### src/imu_quaternion_attitude_update_unit_macros.svh
// Assertion helpers used by the top-level RTL
`ifndef IMU_QUATERNION_ATTITUDE_UPDATE_UNIT_MACROS_SVH
`define IMU_QUATERNION_ATTITUDE_UPDATE_UNIT_MACROS_SVH

// Same-cycle implication
`define ASSERT_IMP(label, clk, rst, ante, cons) \
  label: assert property (@(posedge clk) disable iff (rst) (ante) |-> (cons)) \
    else $error("assertion failed");

// Next-cycle implication
`define ASSERT_NEXT(label, clk, rst, ante, cons) \
  label: assert property (@(posedge clk) disable iff (rst) (ante) |=> (cons)) \
    else $error("assertion failed");

`endif

### src/imu_att_pkg.sv
package imu_att_pkg;

  localparam int QUAT_WIDTH = 32;
  localparam int QUANT_SHIFT = (QUAT_WIDTH < 32) ? 32 - QUAT_WIDTH : 0;
  localparam int QUANT_SHIFT_M1 = (QUANT_SHIFT > 0) ? QUANT_SHIFT - 1 : 0;
  localparam int GW = 34;
  localparam int OPW = 35;
  localparam int ACCW = 66;
  localparam logic [15:0] GAIN_RESET = 16'd2560;
  localparam logic [26:0] DEG_TO_RAD = 27'd74961321;
  localparam logic signed [31:0] ONE_Q30 = 32'sh4000_0000;

  typedef enum logic [3:0] {
    DP_NOP, DP_LOAD, DP_MAC, DP_ANORM, DP_ASQRT, DP_ADIV, DP_QMAG,
    DP_QRSH, DP_QLSH, DP_QSQRT, DP_QDIV, DP_OUT
  } dp_op_t;

  typedef enum logic [3:0] {
    SRC_GYRO, SRC_ACC, SRC_Q, SRC_AN, SRC_M, SRC_V, SRC_G, SRC_E, SRC_DD,
    SRC_GAIN, SRC_DEG, SRC_DT
  } src_t;

  typedef enum logic [1:0] {ACC_LOAD, ACC_LOADN, ACC_ADD, ACC_SUB} acc_op_t;

  typedef enum logic [3:0] {
    DST_NONE, DST_G, DST_S, DST_V, DST_E, DST_GADD, DST_DD, DST_NQ, DST_SUM
  } dst_t;

  typedef struct packed {
    dp_op_t      op;
    src_t        a_src;
    logic [1:0]  a_idx;
    src_t        b_src;
    logic [1:0]  b_idx;
    acc_op_t     acc_op;
    dst_t        dst;
    logic [1:0]  dst_idx;
  } dp_cmd_t;

  typedef struct packed {
    logic s_zero;
    logic s_norm;
    logic m_zero;
    logic m_big;
    logic m_small;
    logic sqrt_done;
    logic div_done;
    logic out_free;
  } dp_stat_t;

  function automatic dp_cmd_t mac(input src_t a, input logic [1:0] ai, input src_t b,
                                  input logic [1:0] bi, input acc_op_t o, input dst_t d,
                                  input logic [1:0] di);
    dp_cmd_t c;
    c.op = DP_MAC;
    c.a_src = a;
    c.a_idx = ai;
    c.b_src = b;
    c.b_idx = bi;
    c.acc_op = o;
    c.dst = d;
    c.dst_idx = di;
    return c;
  endfunction

  // Round half away from zero on a right shift
  function automatic logic signed [ACCW-1:0] rshr(input logic signed [ACCW-1:0] v,
                                                   input int unsigned sh);
    logic [ACCW-1:0] m;
    logic [ACCW-1:0] r;
    m = v[ACCW-1] ? ACCW'(-v) : ACCW'(v);
    r = (m + (ACCW'(1) << (sh - 1))) >> sh;
    return v[ACCW-1] ? -$signed(r) : $signed(r);
  endfunction

  // Round a stored component to the attitude grid
  function automatic logic signed [31:0] quantize(input logic [32:0] mag, input logic neg);
    logic [32:0] m;
    m = mag;
    if (QUANT_SHIFT > 0) begin
      m = ((m + (33'(1) << QUANT_SHIFT_M1)) >> QUANT_SHIFT) << QUANT_SHIFT;
    end
    return neg ? -$signed(m[31:0]) : $signed(m[31:0]);
  endfunction

endpackage

### src/imu_att_ctrl.sv
module imu_att_ctrl (
  input  logic                  clk,
  input  logic                  rst,
  input  logic                  in_valid,
  output logic                  in_ready,
  input  imu_att_pkg::dp_stat_t stat,
  output imu_att_pkg::dp_cmd_t  cmd
);

  typedef enum logic [14:0] {
    ST_IDLE  = 15'b000000000000001,
    ST_PRE   = 15'b000000000000010,
    ST_ANORM = 15'b000000000000100,
    ST_ASQRT = 15'b000000000001000,
    ST_ADIV  = 15'b000000000010000,
    ST_ERR   = 15'b000000000100000,
    ST_GAIN  = 15'b000000001000000,
    ST_DERIV = 15'b000000010000000,
    ST_STEP  = 15'b000000100000000,
    ST_QMAG  = 15'b000001000000000,
    ST_QNORM = 15'b000010000000000,
    ST_QSUM  = 15'b000100000000000,
    ST_QSQRT = 15'b001000000000000,
    ST_QDIV  = 15'b010000000000000,
    ST_OUT   = 15'b100000000000000
  } state_t;

  localparam logic [3:0] PRE_LEN = 4'd14;
  localparam logic [3:0] ERR_LEN = 4'd6;
  localparam logic [3:0] GAIN_LEN = 4'd3;
  localparam logic [3:0] DERIV_LEN = 4'd12;
  localparam logic [3:0] STEP_LEN = 4'd4;
  localparam logic [3:0] QSUM_LEN = 4'd4;

  state_t state;
  state_t state_next;
  logic [3:0] cnt;
  logic [3:0] cnt_next;
  logic pend;
  logic pend_next;
  logic [3:0] len;
  imu_att_pkg::dp_cmd_t prog;

  // Multiply-accumulate programs, one product a cycle
  always_comb begin
    prog = '0;
    len = 4'd0;
    unique case (state)
      ST_PRE: begin
        len = PRE_LEN;
        unique case (cnt)
          4'd0: prog = imu_att_pkg::mac(imu_att_pkg::SRC_GYRO, 2'd0, imu_att_pkg::SRC_DEG,
                       2'd0, imu_att_pkg::ACC_LOAD, imu_att_pkg::DST_G, 2'd0);
          4'd1: prog = imu_att_pkg::mac(imu_att_pkg::SRC_GYRO, 2'd1, imu_att_pkg::SRC_DEG,
                       2'd0, imu_att_pkg::ACC_LOAD, imu_att_pkg::DST_G, 2'd1);
          4'd2: prog = imu_att_pkg::mac(imu_att_pkg::SRC_GYRO, 2'd2, imu_att_pkg::SRC_DEG,
                       2'd0, imu_att_pkg::ACC_LOAD, imu_att_pkg::DST_G, 2'd2);
          4'd3: prog = imu_att_pkg::mac(imu_att_pkg::SRC_ACC, 2'd0, imu_att_pkg::SRC_ACC,
                       2'd0, imu_att_pkg::ACC_LOAD, imu_att_pkg::DST_NONE, 2'd0);
          4'd4: prog = imu_att_pkg::mac(imu_att_pkg::SRC_ACC, 2'd1, imu_att_pkg::SRC_ACC,
                       2'd1, imu_att_pkg::ACC_ADD, imu_att_pkg::DST_NONE, 2'd0);
          4'd5: prog = imu_att_pkg::mac(imu_att_pkg::SRC_ACC, 2'd2, imu_att_pkg::SRC_ACC,
                       2'd2, imu_att_pkg::ACC_ADD, imu_att_pkg::DST_S, 2'd0);
          4'd6: prog = imu_att_pkg::mac(imu_att_pkg::SRC_Q, 2'd1, imu_att_pkg::SRC_Q,
                       2'd3, imu_att_pkg::ACC_LOAD, imu_att_pkg::DST_NONE, 2'd0);
          4'd7: prog = imu_att_pkg::mac(imu_att_pkg::SRC_Q, 2'd0, imu_att_pkg::SRC_Q,
                       2'd2, imu_att_pkg::ACC_SUB, imu_att_pkg::DST_V, 2'd0);
          4'd8: prog = imu_att_pkg::mac(imu_att_pkg::SRC_Q, 2'd0, imu_att_pkg::SRC_Q,
                       2'd1, imu_att_pkg::ACC_LOAD, imu_att_pkg::DST_NONE, 2'd0);
          4'd9: prog = imu_att_pkg::mac(imu_att_pkg::SRC_Q, 2'd2, imu_att_pkg::SRC_Q,
                       2'd3, imu_att_pkg::ACC_ADD, imu_att_pkg::DST_V, 2'd1);
          4'd10: prog = imu_att_pkg::mac(imu_att_pkg::SRC_Q, 2'd0, imu_att_pkg::SRC_Q,
                        2'd0, imu_att_pkg::ACC_LOAD, imu_att_pkg::DST_NONE, 2'd0);
          4'd11: prog = imu_att_pkg::mac(imu_att_pkg::SRC_Q, 2'd1, imu_att_pkg::SRC_Q,
                        2'd1, imu_att_pkg::ACC_SUB, imu_att_pkg::DST_NONE, 2'd0);
          4'd12: prog = imu_att_pkg::mac(imu_att_pkg::SRC_Q, 2'd2, imu_att_pkg::SRC_Q,
                        2'd2, imu_att_pkg::ACC_SUB, imu_att_pkg::DST_NONE, 2'd0);
          4'd13: prog = imu_att_pkg::mac(imu_att_pkg::SRC_Q, 2'd3, imu_att_pkg::SRC_Q,
                        2'd3, imu_att_pkg::ACC_ADD, imu_att_pkg::DST_V, 2'd2);
          default: prog = '0;
        endcase
      end
      ST_ERR: begin
        len = ERR_LEN;
        unique case (cnt)
          4'd0: prog = imu_att_pkg::mac(imu_att_pkg::SRC_AN, 2'd1, imu_att_pkg::SRC_V,
                       2'd2, imu_att_pkg::ACC_LOAD, imu_att_pkg::DST_NONE, 2'd0);
          4'd1: prog = imu_att_pkg::mac(imu_att_pkg::SRC_AN, 2'd2, imu_att_pkg::SRC_V,
                       2'd1, imu_att_pkg::ACC_SUB, imu_att_pkg::DST_E, 2'd0);
          4'd2: prog = imu_att_pkg::mac(imu_att_pkg::SRC_AN, 2'd2, imu_att_pkg::SRC_V,
                       2'd0, imu_att_pkg::ACC_LOAD, imu_att_pkg::DST_NONE, 2'd0);
          4'd3: prog = imu_att_pkg::mac(imu_att_pkg::SRC_AN, 2'd0, imu_att_pkg::SRC_V,
                       2'd2, imu_att_pkg::ACC_SUB, imu_att_pkg::DST_E, 2'd1);
          4'd4: prog = imu_att_pkg::mac(imu_att_pkg::SRC_AN, 2'd0, imu_att_pkg::SRC_V,
                       2'd1, imu_att_pkg::ACC_LOAD, imu_att_pkg::DST_NONE, 2'd0);
          4'd5: prog = imu_att_pkg::mac(imu_att_pkg::SRC_AN, 2'd1, imu_att_pkg::SRC_V,
                       2'd0, imu_att_pkg::ACC_SUB, imu_att_pkg::DST_E, 2'd2);
          default: prog = '0;
        endcase
      end
      ST_GAIN: begin
        len = GAIN_LEN;
        if (cnt < GAIN_LEN) begin
          prog = imu_att_pkg::mac(imu_att_pkg::SRC_GAIN, 2'd0, imu_att_pkg::SRC_E,
                 cnt[1:0], imu_att_pkg::ACC_LOAD, imu_att_pkg::DST_GADD, cnt[1:0]);
        end
      end
      ST_DERIV: begin
        len = DERIV_LEN;
        unique case (cnt)
          4'd0: prog = imu_att_pkg::mac(imu_att_pkg::SRC_Q, 2'd1, imu_att_pkg::SRC_G,
                       2'd0, imu_att_pkg::ACC_LOADN, imu_att_pkg::DST_NONE, 2'd0);
          4'd1: prog = imu_att_pkg::mac(imu_att_pkg::SRC_Q, 2'd2, imu_att_pkg::SRC_G,
                       2'd1, imu_att_pkg::ACC_SUB, imu_att_pkg::DST_NONE, 2'd0);
          4'd2: prog = imu_att_pkg::mac(imu_att_pkg::SRC_Q, 2'd3, imu_att_pkg::SRC_G,
                       2'd2, imu_att_pkg::ACC_SUB, imu_att_pkg::DST_DD, 2'd0);
          4'd3: prog = imu_att_pkg::mac(imu_att_pkg::SRC_Q, 2'd0, imu_att_pkg::SRC_G,
                       2'd0, imu_att_pkg::ACC_LOAD, imu_att_pkg::DST_NONE, 2'd0);
          4'd4: prog = imu_att_pkg::mac(imu_att_pkg::SRC_Q, 2'd2, imu_att_pkg::SRC_G,
                       2'd2, imu_att_pkg::ACC_ADD, imu_att_pkg::DST_NONE, 2'd0);
          4'd5: prog = imu_att_pkg::mac(imu_att_pkg::SRC_Q, 2'd3, imu_att_pkg::SRC_G,
                       2'd1, imu_att_pkg::ACC_SUB, imu_att_pkg::DST_DD, 2'd1);
          4'd6: prog = imu_att_pkg::mac(imu_att_pkg::SRC_Q, 2'd0, imu_att_pkg::SRC_G,
                       2'd1, imu_att_pkg::ACC_LOAD, imu_att_pkg::DST_NONE, 2'd0);
          4'd7: prog = imu_att_pkg::mac(imu_att_pkg::SRC_Q, 2'd1, imu_att_pkg::SRC_G,
                       2'd2, imu_att_pkg::ACC_SUB, imu_att_pkg::DST_NONE, 2'd0);
          4'd8: prog = imu_att_pkg::mac(imu_att_pkg::SRC_Q, 2'd3, imu_att_pkg::SRC_G,
                       2'd0, imu_att_pkg::ACC_ADD, imu_att_pkg::DST_DD, 2'd2);
          4'd9: prog = imu_att_pkg::mac(imu_att_pkg::SRC_Q, 2'd0, imu_att_pkg::SRC_G,
                       2'd2, imu_att_pkg::ACC_LOAD, imu_att_pkg::DST_NONE, 2'd0);
          4'd10: prog = imu_att_pkg::mac(imu_att_pkg::SRC_Q, 2'd1, imu_att_pkg::SRC_G,
                        2'd1, imu_att_pkg::ACC_ADD, imu_att_pkg::DST_NONE, 2'd0);
          4'd11: prog = imu_att_pkg::mac(imu_att_pkg::SRC_Q, 2'd2, imu_att_pkg::SRC_G,
                        2'd0, imu_att_pkg::ACC_SUB, imu_att_pkg::DST_DD, 2'd3);
          default: prog = '0;
        endcase
      end
      ST_STEP: begin
        len = STEP_LEN;
        if (cnt < STEP_LEN) begin
          prog = imu_att_pkg::mac(imu_att_pkg::SRC_DD, cnt[1:0], imu_att_pkg::SRC_DT,
                 2'd0, imu_att_pkg::ACC_LOAD, imu_att_pkg::DST_NQ, cnt[1:0]);
        end
      end
      ST_QSUM: begin
        len = QSUM_LEN;
        if (cnt < QSUM_LEN) begin
          prog = imu_att_pkg::mac(imu_att_pkg::SRC_M, cnt[1:0], imu_att_pkg::SRC_M,
                 cnt[1:0], (cnt == 4'd0) ? imu_att_pkg::ACC_LOAD : imu_att_pkg::ACC_ADD,
                 (cnt == QSUM_LEN - 4'd1) ? imu_att_pkg::DST_SUM : imu_att_pkg::DST_NONE,
                 2'd0);
        end
      end
      default: begin
        prog = '0;
        len = 4'd0;
      end
    endcase
  end

  assign in_ready = (state == ST_IDLE);

  // Sequence the phases of one update
  always_comb begin
    state_next = state;
    cnt_next = cnt;
    pend_next = pend;
    cmd = '0;
    unique case (state)
      ST_IDLE: begin
        if (in_valid) begin
          cmd.op = imu_att_pkg::DP_LOAD;
          state_next = ST_PRE;
          cnt_next = 4'd0;
        end
      end
      ST_PRE, ST_ERR, ST_GAIN, ST_DERIV, ST_STEP, ST_QSUM: begin
        if (cnt < len) cmd = prog;
        if (cnt == len + 4'd1) begin
          cnt_next = 4'd0;
          unique case (state)
            ST_PRE:   state_next = stat.s_zero ? ST_GAIN : ST_ANORM;
            ST_ERR:   state_next = ST_GAIN;
            ST_GAIN:  state_next = ST_DERIV;
            ST_DERIV: state_next = ST_STEP;
            ST_STEP:  state_next = ST_QMAG;
            default:  state_next = ST_QSQRT;
          endcase
        end else begin
          cnt_next = cnt + 4'd1;
        end
      end
      ST_ANORM: begin
        if (stat.s_norm) state_next = ST_ASQRT;
        else cmd.op = imu_att_pkg::DP_ANORM;
      end
      ST_ASQRT, ST_QSQRT: begin
        if (!pend) begin
          cmd.op = (state == ST_ASQRT) ? imu_att_pkg::DP_ASQRT : imu_att_pkg::DP_QSQRT;
          pend_next = 1'b1;
        end else if (stat.sqrt_done) begin
          pend_next = 1'b0;
          cnt_next = 4'd0;
          state_next = (state == ST_ASQRT) ? ST_ADIV : ST_QDIV;
        end
      end
      ST_ADIV, ST_QDIV: begin
        if (!pend) begin
          cmd.op = (state == ST_ADIV) ? imu_att_pkg::DP_ADIV : imu_att_pkg::DP_QDIV;
          cmd.a_idx = cnt[1:0];
          pend_next = 1'b1;
        end else if (stat.div_done) begin
          pend_next = 1'b0;
          if (state == ST_ADIV && cnt == 4'd2) begin
            cnt_next = 4'd0;
            state_next = ST_ERR;
          end else if (state == ST_QDIV && cnt == 4'd3) begin
            cnt_next = 4'd0;
            state_next = ST_OUT;
          end else begin
            cnt_next = cnt + 4'd1;
          end
        end
      end
      ST_QMAG: begin
        cmd.op = imu_att_pkg::DP_QMAG;
        state_next = ST_QNORM;
      end
      ST_QNORM: begin
        priority if (stat.m_zero) state_next = ST_OUT;
        else if (stat.m_big) cmd.op = imu_att_pkg::DP_QRSH;
        else if (stat.m_small) cmd.op = imu_att_pkg::DP_QLSH;
        else begin
          cnt_next = 4'd0;
          state_next = ST_QSUM;
        end
      end
      ST_OUT: begin
        if (stat.out_free) begin
          cmd.op = imu_att_pkg::DP_OUT;
          state_next = ST_IDLE;
        end
      end
      default: state_next = ST_IDLE;
    endcase
  end

  // Hold state
  always_ff @(posedge clk) begin
    if (rst) begin
      state <= ST_IDLE;
      cnt <= 4'd0;
      pend <= 1'b0;
    end else begin
      state <= state_next;
      cnt <= cnt_next;
      pend <= pend_next;
    end
  end

endmodule
### config.mk
export PLATFORM = sky130hd
export DESIGN_NAME = imu_att_ctrl
export DESIGN_NICKNAME = d
export VERILOG_FILES = /design/src/imu_quaternion_attitude_update_unit_macros.svh /design/src/imu_att_pkg.sv /design/src/imu_att_ctrl.sv
export SDC_FILE = /design/constraint.sdc
export NUM_CORES = 1
export LEC_CHECK = 0
export BUFFER_PORTS_ARGS = -buffer_cell sky130_fd_sc_hd__buf_2
export CAP_MARGIN = 5
export CELL_PAD_IN_SITES_DETAIL_PLACEMENT = 2
export CELL_PAD_IN_SITES_GLOBAL_PLACEMENT = 2
export CORE_MARGIN = 4
export CORE_UTILIZATION = 35
export CTS_CLUSTER_SIZE = 25
export DETAILED_ROUTE_END_ITERATION = 16
export PLACE_DENSITY = 0.9
export SETUP_SLACK_MARGIN = 0.05
export SYNTH_ARGS = -nofsm -noshare
export SYNTH_HDL_FRONTEND = slang
export SYNTH_SLANG_ARGS = --single-unit
### constraint.sdc
create_clock -name clk -period 5.25 [get_ports clk]
set_input_delay 0.525 -clock clk [delete_from_list [all_inputs] [get_ports clk]]
set_output_delay 0.525 -clock clk [all_outputs]
set_load 0.005 [all_outputs]
==> results.toml, run 1 <==
[min_path]
hold_end = "pend$_SDFFE_PP0P_"
holdCritPathClass = "in2reg"
min_from = "stat[1]"
min_path_cells = 3

[worst_setup_path]
crit_chain = "or4_1 > nor2_1 > nand3_1 > inv_1 > or3_1 > ha_1 > xor2_1 > nor2_1 > nor4bb_1 > mux2_4 > o31ai_1 > nand3_1 > a21oi_1 > buf_4 > inv_1 > ha_1 > inv_1 > nor3_1 > a22oi_2 > o2111ai_1"
critPathSlowestCell = "or4_1"
rrSetupSlack_ns = 0.31
crit_path_start_kind = "register"
max_stage_delay_ns = 0.61
rr_worst_depth = 20
cp_max_fo = 12
crit_top_cell = "inv_1"
reg2reg_from = "state[4]$_SDFFE_PP0P_"
timing.setup.critical_path_class = "reg2reg"
arrival_ns = 5.13
required_ns = 5.44
cp-end-kind = "register"

[final_layout]
utilization = 0.400
area_delta_synth_final_pct = 10.9
finalNetCount = 509
final_layout_size_suffix_gt1_frac = 0.191
final_area_um2 = 3950
antennaDiodeCount = 0

[yosys]
ys_top_cells_by_area = "dfxtp_1, ha_1, nor2_1"
ys.flop_type = "dfxtp_1"
avgSynthCellArea_um2 = 7.85
async_reset_ff_frac = 0
synthCells = 454
yosys_warnings = 0
yosys-top-cells-count = "dfxtp_1, nor2_1, nand2_1"
synth.top_cell.area_share = 0.253
synth-edff-count = 0
ys_ff_latch = 45
synth.distinct_cells = 79
syn_area_um2 = 3560
synth_top_area_cell = "dfxtp_1"
synth_fp_nets = 483
ys_seq_area_frac = 0.253

[clocking]
insertion_delay_ns = 0.33
cts_root_buf = "clkbuf_8"
clock_sinks = 45
htreeDepth = 2
cts_tree = "yes"
ctsLongestPathBuffers = 2
clk_pin_slew_worst_paths_ns = 0.11
cts_hold_buffers = 0
cts_buffers = 5

[place]
port_buffers = 35
dpl_worst_slack_ns = 0.270
dpl_cell_area_um2 = 3840
hpwlAfterDp_mm = 11.7
place.gp.congestion = 0.904

[timing]
tns_ns = 0
min_period_ns = 4.94
worstMarginPinSlew_ns = 1.10
slew_headroom = 0.256
hold_violations = 0
finalCritPeriodShare = 0.940
finClkSkew_ns = 0.0119
final-setup-viol-count = 0
worst_slack_ns = 0.313
rsz0062_at_grt = "false"
final-max-slew-violation-count = 0
fmax_mhz = 203

[floorplanning]
io_pins = 36
coreArea_um2 = 9860
dieHeight_um = 109
row_count = 36
dieArea_um2 = 11900
die_x_um = 109
start_util = 0.361

[pwr]
p_leak_nw = 1.59
power_mw = 0.761
vdd_ir_drop_max_v = 0.000103
powerDensity_nw_per_um2 = 193

[detailed_routing]
drt_first_iter_violations = 333
drc = 0
ant_nets = 0
wl_per_cell_um = 26.2
viasPerCell = 6.47
routed_wl_mm = 16.1
drt_first_pass_iters = 6
vias = 3972

[global_routing]
grt_pass1_wl_mm = 25.1
overflow = 0
grt_start_max_net_pins = 35
antenna_found_initial = 0
grt_pass1_vias = 4215
track_usage = 0.279

[outcome]
status = "finished clean"

[run]
cap_violations = 0
logic make-up (layout without fill, tap and decap cells):
family	after synthesis	after routing	synth area share
mux	11	11	0.0330
simple gates	224	224	0.365
xor+xnor	5	5	0.0123
flops	45	45	0.253
buf+inv	51	78	0.0699
compound gates	100	100	0.204
fa+ha+maj	18	18	0.0632
worst max path at each step:
stage	from	end	slack, ns	cells after the start
global placement	state[12]$_SDFFE_PP0P_	register	0.65	20
CTS	state[12]$_SDFFE_PP0P_	register	0.24	20
detailed placement	state[12]$_SDFFE_PP0P_	register	0.27	20
floorplan	state[8]$_SDFFE_PP0P_	register	0.60	19
finish	state[4]$_SDFFE_PP0P_	register	0.31	20
global route	state[0]$_SDFFE_PP1P_	register	0.06	20
power breakdown:
group	switching (mW)	internal, mW	leakage, nW	total, mW
logic	0.101	0.0515	1.18	0.152
clock network	0.157	0.101	0.0511	0.258
registers	0.00546	0.345	0.363	0.351
layout by cell type (no fill, tap or decap), drive strengths merged, types with 6 or more instances in the layout:
cell type | netlist | final
a21oi | 27 | 27
a31oi | 8 | 8
and2 | 6 | 6
buf | 12 | 50
dfxtp | 45 | 45
ha | 18 | 18
inv | 18 | 21
mux2i | 8 | 8
nand2 | 39 | 39
nand3 | 21 | 21
nand4 | 8 | 8
nor2 | 46 | 46
nor2b | 9 | 9
nor3 | 23 | 23
nor4 | 19 | 19
o21ai | 17 | 17
or3 | 8 | 8
or4 | 6 | 6
worst max-delay path, delay by kind of cell (launching register included):
family / cells / cell delay, ns
simple gates: 8 / 1.63
compound gates: 4 / 1.09
buf+inv: 4 / 0.62
flops: 1 / 0.48
fa+ha+maj: 2 / 0.40
mux: 1 / 0.31
xor+xnor: 1 / 0.27
metrics by stage:
stage,std cells,hold WS (ns)
after floorplan,454,0.513
after global routing,614,0.544
after detailed placement,606,0.619
final,614,0.539
after CTS,614,0.534
after global placement,606,0.573
area by class of cell:
| type | instances | area (um^2) |
|---|---|---|
| fill | 1143 | 5920 |
| multi-input combinational | 358 | 2420 |
| sequential | 45 | 901 |
| timing repair buffer | 50 | 288 |
| tap | 133 | 166 |
| inverter | 20 | 76.3 |
| clock buffer | 5 | 68.8 |
| clock inverter | 3 | 28.8 |
layer usage:
layer,vias to the layer above,GRT usage,wire length (um)
met2,166,0.462,7750
met5,-,0,0
li1,1757,-,-
met1,2001,0.352,6780
met4,0,0.115,618
met3,48,0.0551,930
what timing repair did:
action                                  4_1_cts  5_1_grt
endpoints found under the setup margin        0        9
buffers inserted                              0        0
hold endpoints to repair                      0        0
resized for setup                             0        2
Power figures use the tool's default switching activity.
==> run 2: changes to the inputs <==
--- a/config.mk
+++ b/config.mk
@@ -13,7 +13,9 @@
 export CORE_UTILIZATION = 35
 export CTS_CLUSTER_SIZE = 25
 export DETAILED_ROUTE_END_ITERATION = 16
+export GPL_TIMING_DRIVEN = 1
 export PLACE_DENSITY = 0.9
+export RECOVER_POWER = 100
 export SETUP_SLACK_MARGIN = 0.05
 export SYNTH_ARGS = -nofsm -noshare
 export SYNTH_HDL_FRONTEND = slang
==> run 2 against run 1 <==
Register-to-register slack got worse by 0.02 ns; utilization down 0.55 points; sequential power about the same; clock power barely moved; hold slack hardly changed; final cell count unchanged; sequential cell count unchanged; clock skew shrank 0.0024 ns; combinational power about the same; critical path depth did not move; wire length up 0.52%; first-iteration DRC count fell by 4.2%.
==> results.toml, run 2 (synthesis gave the netlist of run 1 again) <==
[worst_setup_path]
crit_top_cell = "inv_1"
required_ns = 5.44
crit_chain = "or4_1 > nor2_1 > nand3_1 > inv_1 > or3_1 > ha_1 > xor2_1 > nor2_1 > nor4bb_1 > mux2_4 > o31ai_1 > nand3_1 > a21oi_1 > buf_4 > inv_1 > ha_1 > inv_1 > nor3_1 > a22oi_2 > o2111ai_1"
critPathSlowestCell = "or4_1"
crit_path_start_kind = "register"
timing.setup.critical_path_class = "reg2reg"
rrSetupSlack_ns = 0.29
cp-end-kind = "register"
cp_max_fo = 12
arrival_ns = 5.15
critical_path.top_delay_family = "simple AND/OR/NAND/NOR gates"
rr_worst_depth = 20
path_buf_inv = 4
max_stage_delay_ns = 0.62
reg2reg_from = "state[4]$_SDFFE_PP0P_"

[clocking]
clk_pin_slew_worst_paths_ns = 0.11
cts_tree = "yes"
cts_root_buf = "clkbuf_8"
insertion_delay_ns = 0.34
clock_sinks = 45
ctsLongestPathBuffers = 2
cts_buffers = 5
cts_hold_buffers = 0
htreeDepth = 2

[final_layout]
area_delta_synth_final_pct = 9.34
antennaDiodeCount = 0
finalNetCount = 509
final_layout_size_suffix_gt1_frac = 0.135
utilization = 0.395
mostFrequentLayoutCells = "nor2_1, dfxtp_1, nand2_1"
final_area_um2 = 3890

[run]
cap_violations = 0

[pwr]
p_leak_nw = 1.48
vdd_ir_drop_max_v = 0.000103
power_mw = 0.759
powerDensity_nw_per_um2 = 195

[floorplanning]
row_count = 36
dieArea_um2 = 11900
coreArea_um2 = 9860
start_util = 0.361
io_pins = 36
dieHeight_um = 109
die_x_um = 109

[timing]
holdWs_ns = 0.539
tns_ns = 0
final-setup-viol-count = 0
min_period_ns = 4.96
worstMarginPinSlew_ns = 1.06
rsz0062_at_grt = "false"
finalCritPeriodShare = 0.945
slew_headroom = 0.282
fmax_mhz = 202
finClkSkew_ns = 0.00958
hold_violations = 0
final-max-slew-violation-count = 0

[outcome]
status = "finished clean"

[min_path]
min_from = "stat[1]"
min_path_cells = 3
holdCritPathClass = "in2reg"
hold_end = "pend$_SDFFE_PP0P_"

[place]
dpl_cell_area_um2 = 3840
hpwlAfterDp_mm = 11.7
port_buffers = 35
place.gp.congestion = 0.904

[global_routing]
grt_pass1_wl_mm = 25.1
grt_pass1_vias = 4215
grt_start_max_net_pins = 35
track_usage = 0.279
overflow = 0
antenna_found_initial = 0

[detailed_routing]
ant_nets = 0
drc = 0
viasPerCell = 6.50
drt_first_pass_iters = 5
wl_per_cell_um = 26.3
drt_first_iter_violations = 319
routed_wl_mm = 16.2
vias = 3994
run 2: worst min-delay path: stages:
cell and delay (ns):
buf_2 0.12, a211o_1 0.13, a21oi_1 0.06
run 2: worst max-delay path by stage:
stage          cells past startpoint  slack, ns                   start       end
6_report                          20       0.29   state[4]$_SDFFE_PP0P_  register
5_1_grt                           15       0.04   state[0]$_SDFFE_PP1P_  register
4_1_cts                           20       0.24  state[12]$_SDFFE_PP0P_  register
3_5_place_dp                      20       0.27  state[12]$_SDFFE_PP0P_  register
3_3_place_gp                      20       0.65  state[12]$_SDFFE_PP0P_  register
2_1_floorplan                     19       0.60   state[8]$_SDFFE_PP0P_  register
run 2: area by class of cell:
type / count / area [um^2]
clock inverters: 3 / 28.8
well taps: 133 / 166
fillers: 1164 / 5970
repair buffers: 50 / 244
multi-input cells: 358 / 2410
inverters: 20 / 76.3
clock buffers: 5 / 68.8
flip-flops and latches: 45 / 901
run 2: repair_timing:
item,4_1_cts,5_1_grt
resized for setup,0,2
buffers inserted,0,0
setup endpoints to repair,0,9
run 2: per-layer routing:
| metal | part of all wire | track usage | vias up |
|---|---|---|---|
| li1 | - | - | 1745 |
| met1 | 0.42 | 0.352 | 2027 |
| met2 | 0.48 | 0.462 | 168 |
| met3 | 0.060 | 0.0551 | 54 |
| met4 | 0.040 | 0.115 | 0 |
| met5 | 0 | 0 | - |
run 2: per-stage QoR:
stage          std cells  worst slack (ns)
6_report             614             0.290
3_3_place_gp         606             0.651
2_1_floorplan        454             0.600
3_5_place_dp         606             0.270
4_1_cts              614             0.242
5_1_grt              614            0.0355
run 2: where the power goes:
| part | switching, mW | leakage (nW) | total [mW] | internal (mW) |
|---|---|---|---|---|
| combinational | 0.0992 | 1.07 | 0.149 | 0.0498 |
| clock | 0.158 | 0.0511 | 0.259 | 0.101 |
| sequential | 0.00540 | 0.363 | 0.351 | 0.345 |
| total | 0.263 | 1.48 | 0.759 | 0.496 |
==> run 3: changes to the inputs <==
--- a/config.mk
+++ b/config.mk
@@ -16,6 +16,7 @@
 export GPL_TIMING_DRIVEN = 1
 export PLACE_DENSITY = 0.9
 export RECOVER_POWER = 100
+export REMOVE_ABC_BUFFERS = 1
 export SETUP_SLACK_MARGIN = 0.05
 export SYNTH_ARGS = -nofsm -noshare
 export SYNTH_HDL_FRONTEND = slang
==> run 3 against run 2 <==
Power shrank 1.6%; die area is the same; final area grew 1.3%; sequential share of layout area down 0.30 points; setup slack better by 0.047 ns; hold slack better by 0.0023 ns; fmax grew 0.96%; largest power group unchanged; first-iteration DRC count is 0.31% lower; wire length grew 0.83%.
==> results.toml, run 3 (synthesis gave the netlist of run 1 again) <==
[outcome]
status = "finished clean"

[place]
dpl_cell_area_um2 = 3890
port_buffers = 35
place.gp.congestion = 0.984
hpwlAfterDp_mm = 11.9
dpl_worst_slack_ns = 0.337

[final_layout]
multi_input_area_um2 = 2420
final_layout_size_suffix_gt1_frac = 0.148
ff_latch_area_um2 = 901
fill_cells = 1171
antennaDiodeCount = 0
utilization = 0.400
final_area_um2 = 3950
area_delta_synth_final_pct = 10.8
mostFrequentLayoutCells = "nor2_1, dfxtp_1, nand2_1"
finalNetCount = 515

[floorplanning]
row_count = 36
coreArea_um2 = 9860
die_x_um = 109
start_util = 0.361
dieArea_um2 = 11900
dieHeight_um = 109
io_pins = 36

[worst_setup_path]
rrSetupSlack_ns = 0.34
arrival_ns = 5.09
reg2reg_from = "state[0]$_SDFFE_PP1P_"
timing.setup.critical_path_class = "reg2reg"
cp_max_fo = 8
required_ns = 5.43
crit_path_start_kind = "register"
cp-end-kind = "register"
rr_worst_depth = 19

[global_routing]
grt_start_max_net_pins = 35
grt_pass1_vias = 4380
overflow = 0
antenna_found_initial = 0
grt_pass1_wl_mm = 25.6
track_usage = 0.283

[timing]
worstMarginPinSlew_ns = 0.970
hold_violations = 0
final-setup-viol-count = 0
rsz0062_at_grt = "false"
fmax_mhz = 204
finalCritPeriodShare = 0.936
holdWs_ns = 0.541
final-max-slew-violation-count = 0
slew_headroom = 0.346
worst_slack_ns = 0.337
min_period_ns = 4.91
finClkSkew_ns = 0.0163
tns_ns = 0

[detailed_routing]
drt_first_pass_iters = 7
drt_first_iter_violations = 318
routed_wl_mm = 16.3
vias = 4014
wl_per_cell_um = 26.3
viasPerCell = 6.47
ant_nets = 0
drc = 0

[clocking]
htreeDepth = 2
cts_tree = "yes"
insertion_delay_ns = 0.32
cts_buffers = 5
clk_pin_slew_worst_paths_ns = 0.11
cts_root_buf = "clkbuf_8"
ctsLongestPathBuffers = 2
cts_hold_buffers = 0
clock_sinks = 45

[min_path]
holdCritPathClass = "in2reg"
min_from = "stat[1]"
min_path_cells = 3
hold_end = "pend$_SDFFE_PP0P_"

[pwr]
vdd_ir_drop_max_v = 0.000110
p_leak_nw = 1.51
powerDensity_nw_per_um2 = 189

[run]
cap_violations = 0
[run 3: cell type report]
class	instances	area share
inverter	20	0.0193
clock inverter	3	0.00634
multi-input combinational	358	0.614
sequential	45	0.228
clock buffer	5	0.0174
timing repair buffer	56	0.0720
tap	133	0.0422
[run 3: stage by stage]
step / total power, mW / cells
6_report: 0.747 / 620
3_5_place_dp: 0.505 / 612
5_1_grt: 0.772 / 620
2_1_floorplan: 0.445 / 423
3_3_place_gp: 0.497 / 612
4_1_cts: 0.748 / 620
[run 3: critical path: stages, from the launching register on]
cell and delay [ns]:
dfxtp_1 0.37, or4_1 0.59, clkbuf_1 0.29, nor4_4 0.29
or3_1 0.18, ha_1 0.18, xor2_1 0.28, nor2_1 0.09
nor4bb_1 0.16, mux2_4 0.31, o31ai_1 0.36, nand3_1 0.25
a21oi_2 0.26, buf_4 0.19, inv_1 0.10, ha_1 0.24
inv_1 0.09, nor3_1 0.07, a22oi_2 0.30, o2111ai_1 0.17
[run 3: metal layers]
layer	routed length, um	vias up	global-route usage
met1	6350	2022	0.318
li1	-	1764	-
met2	8320	160	0.509
met3	716	68	0.0397
met5	0	-	0
met4	908	0	0.155
[run 3: timing repair]
action | 4_1_cts | 5_1_grt
endpoints found under the setup margin | 0 | 14
gates resized for setup | 0 | 4
buffers inserted | 0 | 0
[run 3: worst max path at each step]
| stage | from | endpoint | slack [ns] |
|---|---|---|---|
| 3_5_place_dp | state[9]$_SDFFE_PP0P_ | register | 0.34 |
| 3_3_place_gp | state[9]$_SDFFE_PP0P_ | register | 0.75 |
| 4_1_cts | state[9]$_SDFFE_PP0P_ | register | 0.28 |
| 2_1_floorplan | state[8]$_SDFFE_PP0P_ | register | 0.58 |
| 5_1_grt | state[9]$_SDFFE_PP0P_ | register | 0.06 |
| 6_report | state[0]$_SDFFE_PP1P_ | register | 0.34 |
[run 3: power breakdown]
| group | internal, mW | total, mW | switching, mW |
|---|---|---|---|
| clock network | 0.0966 | 0.246 | 0.149 |
| logic | 0.0511 | 0.151 | 0.0997 |
| registers | 0.345 | 0.351 | 0.00514 |
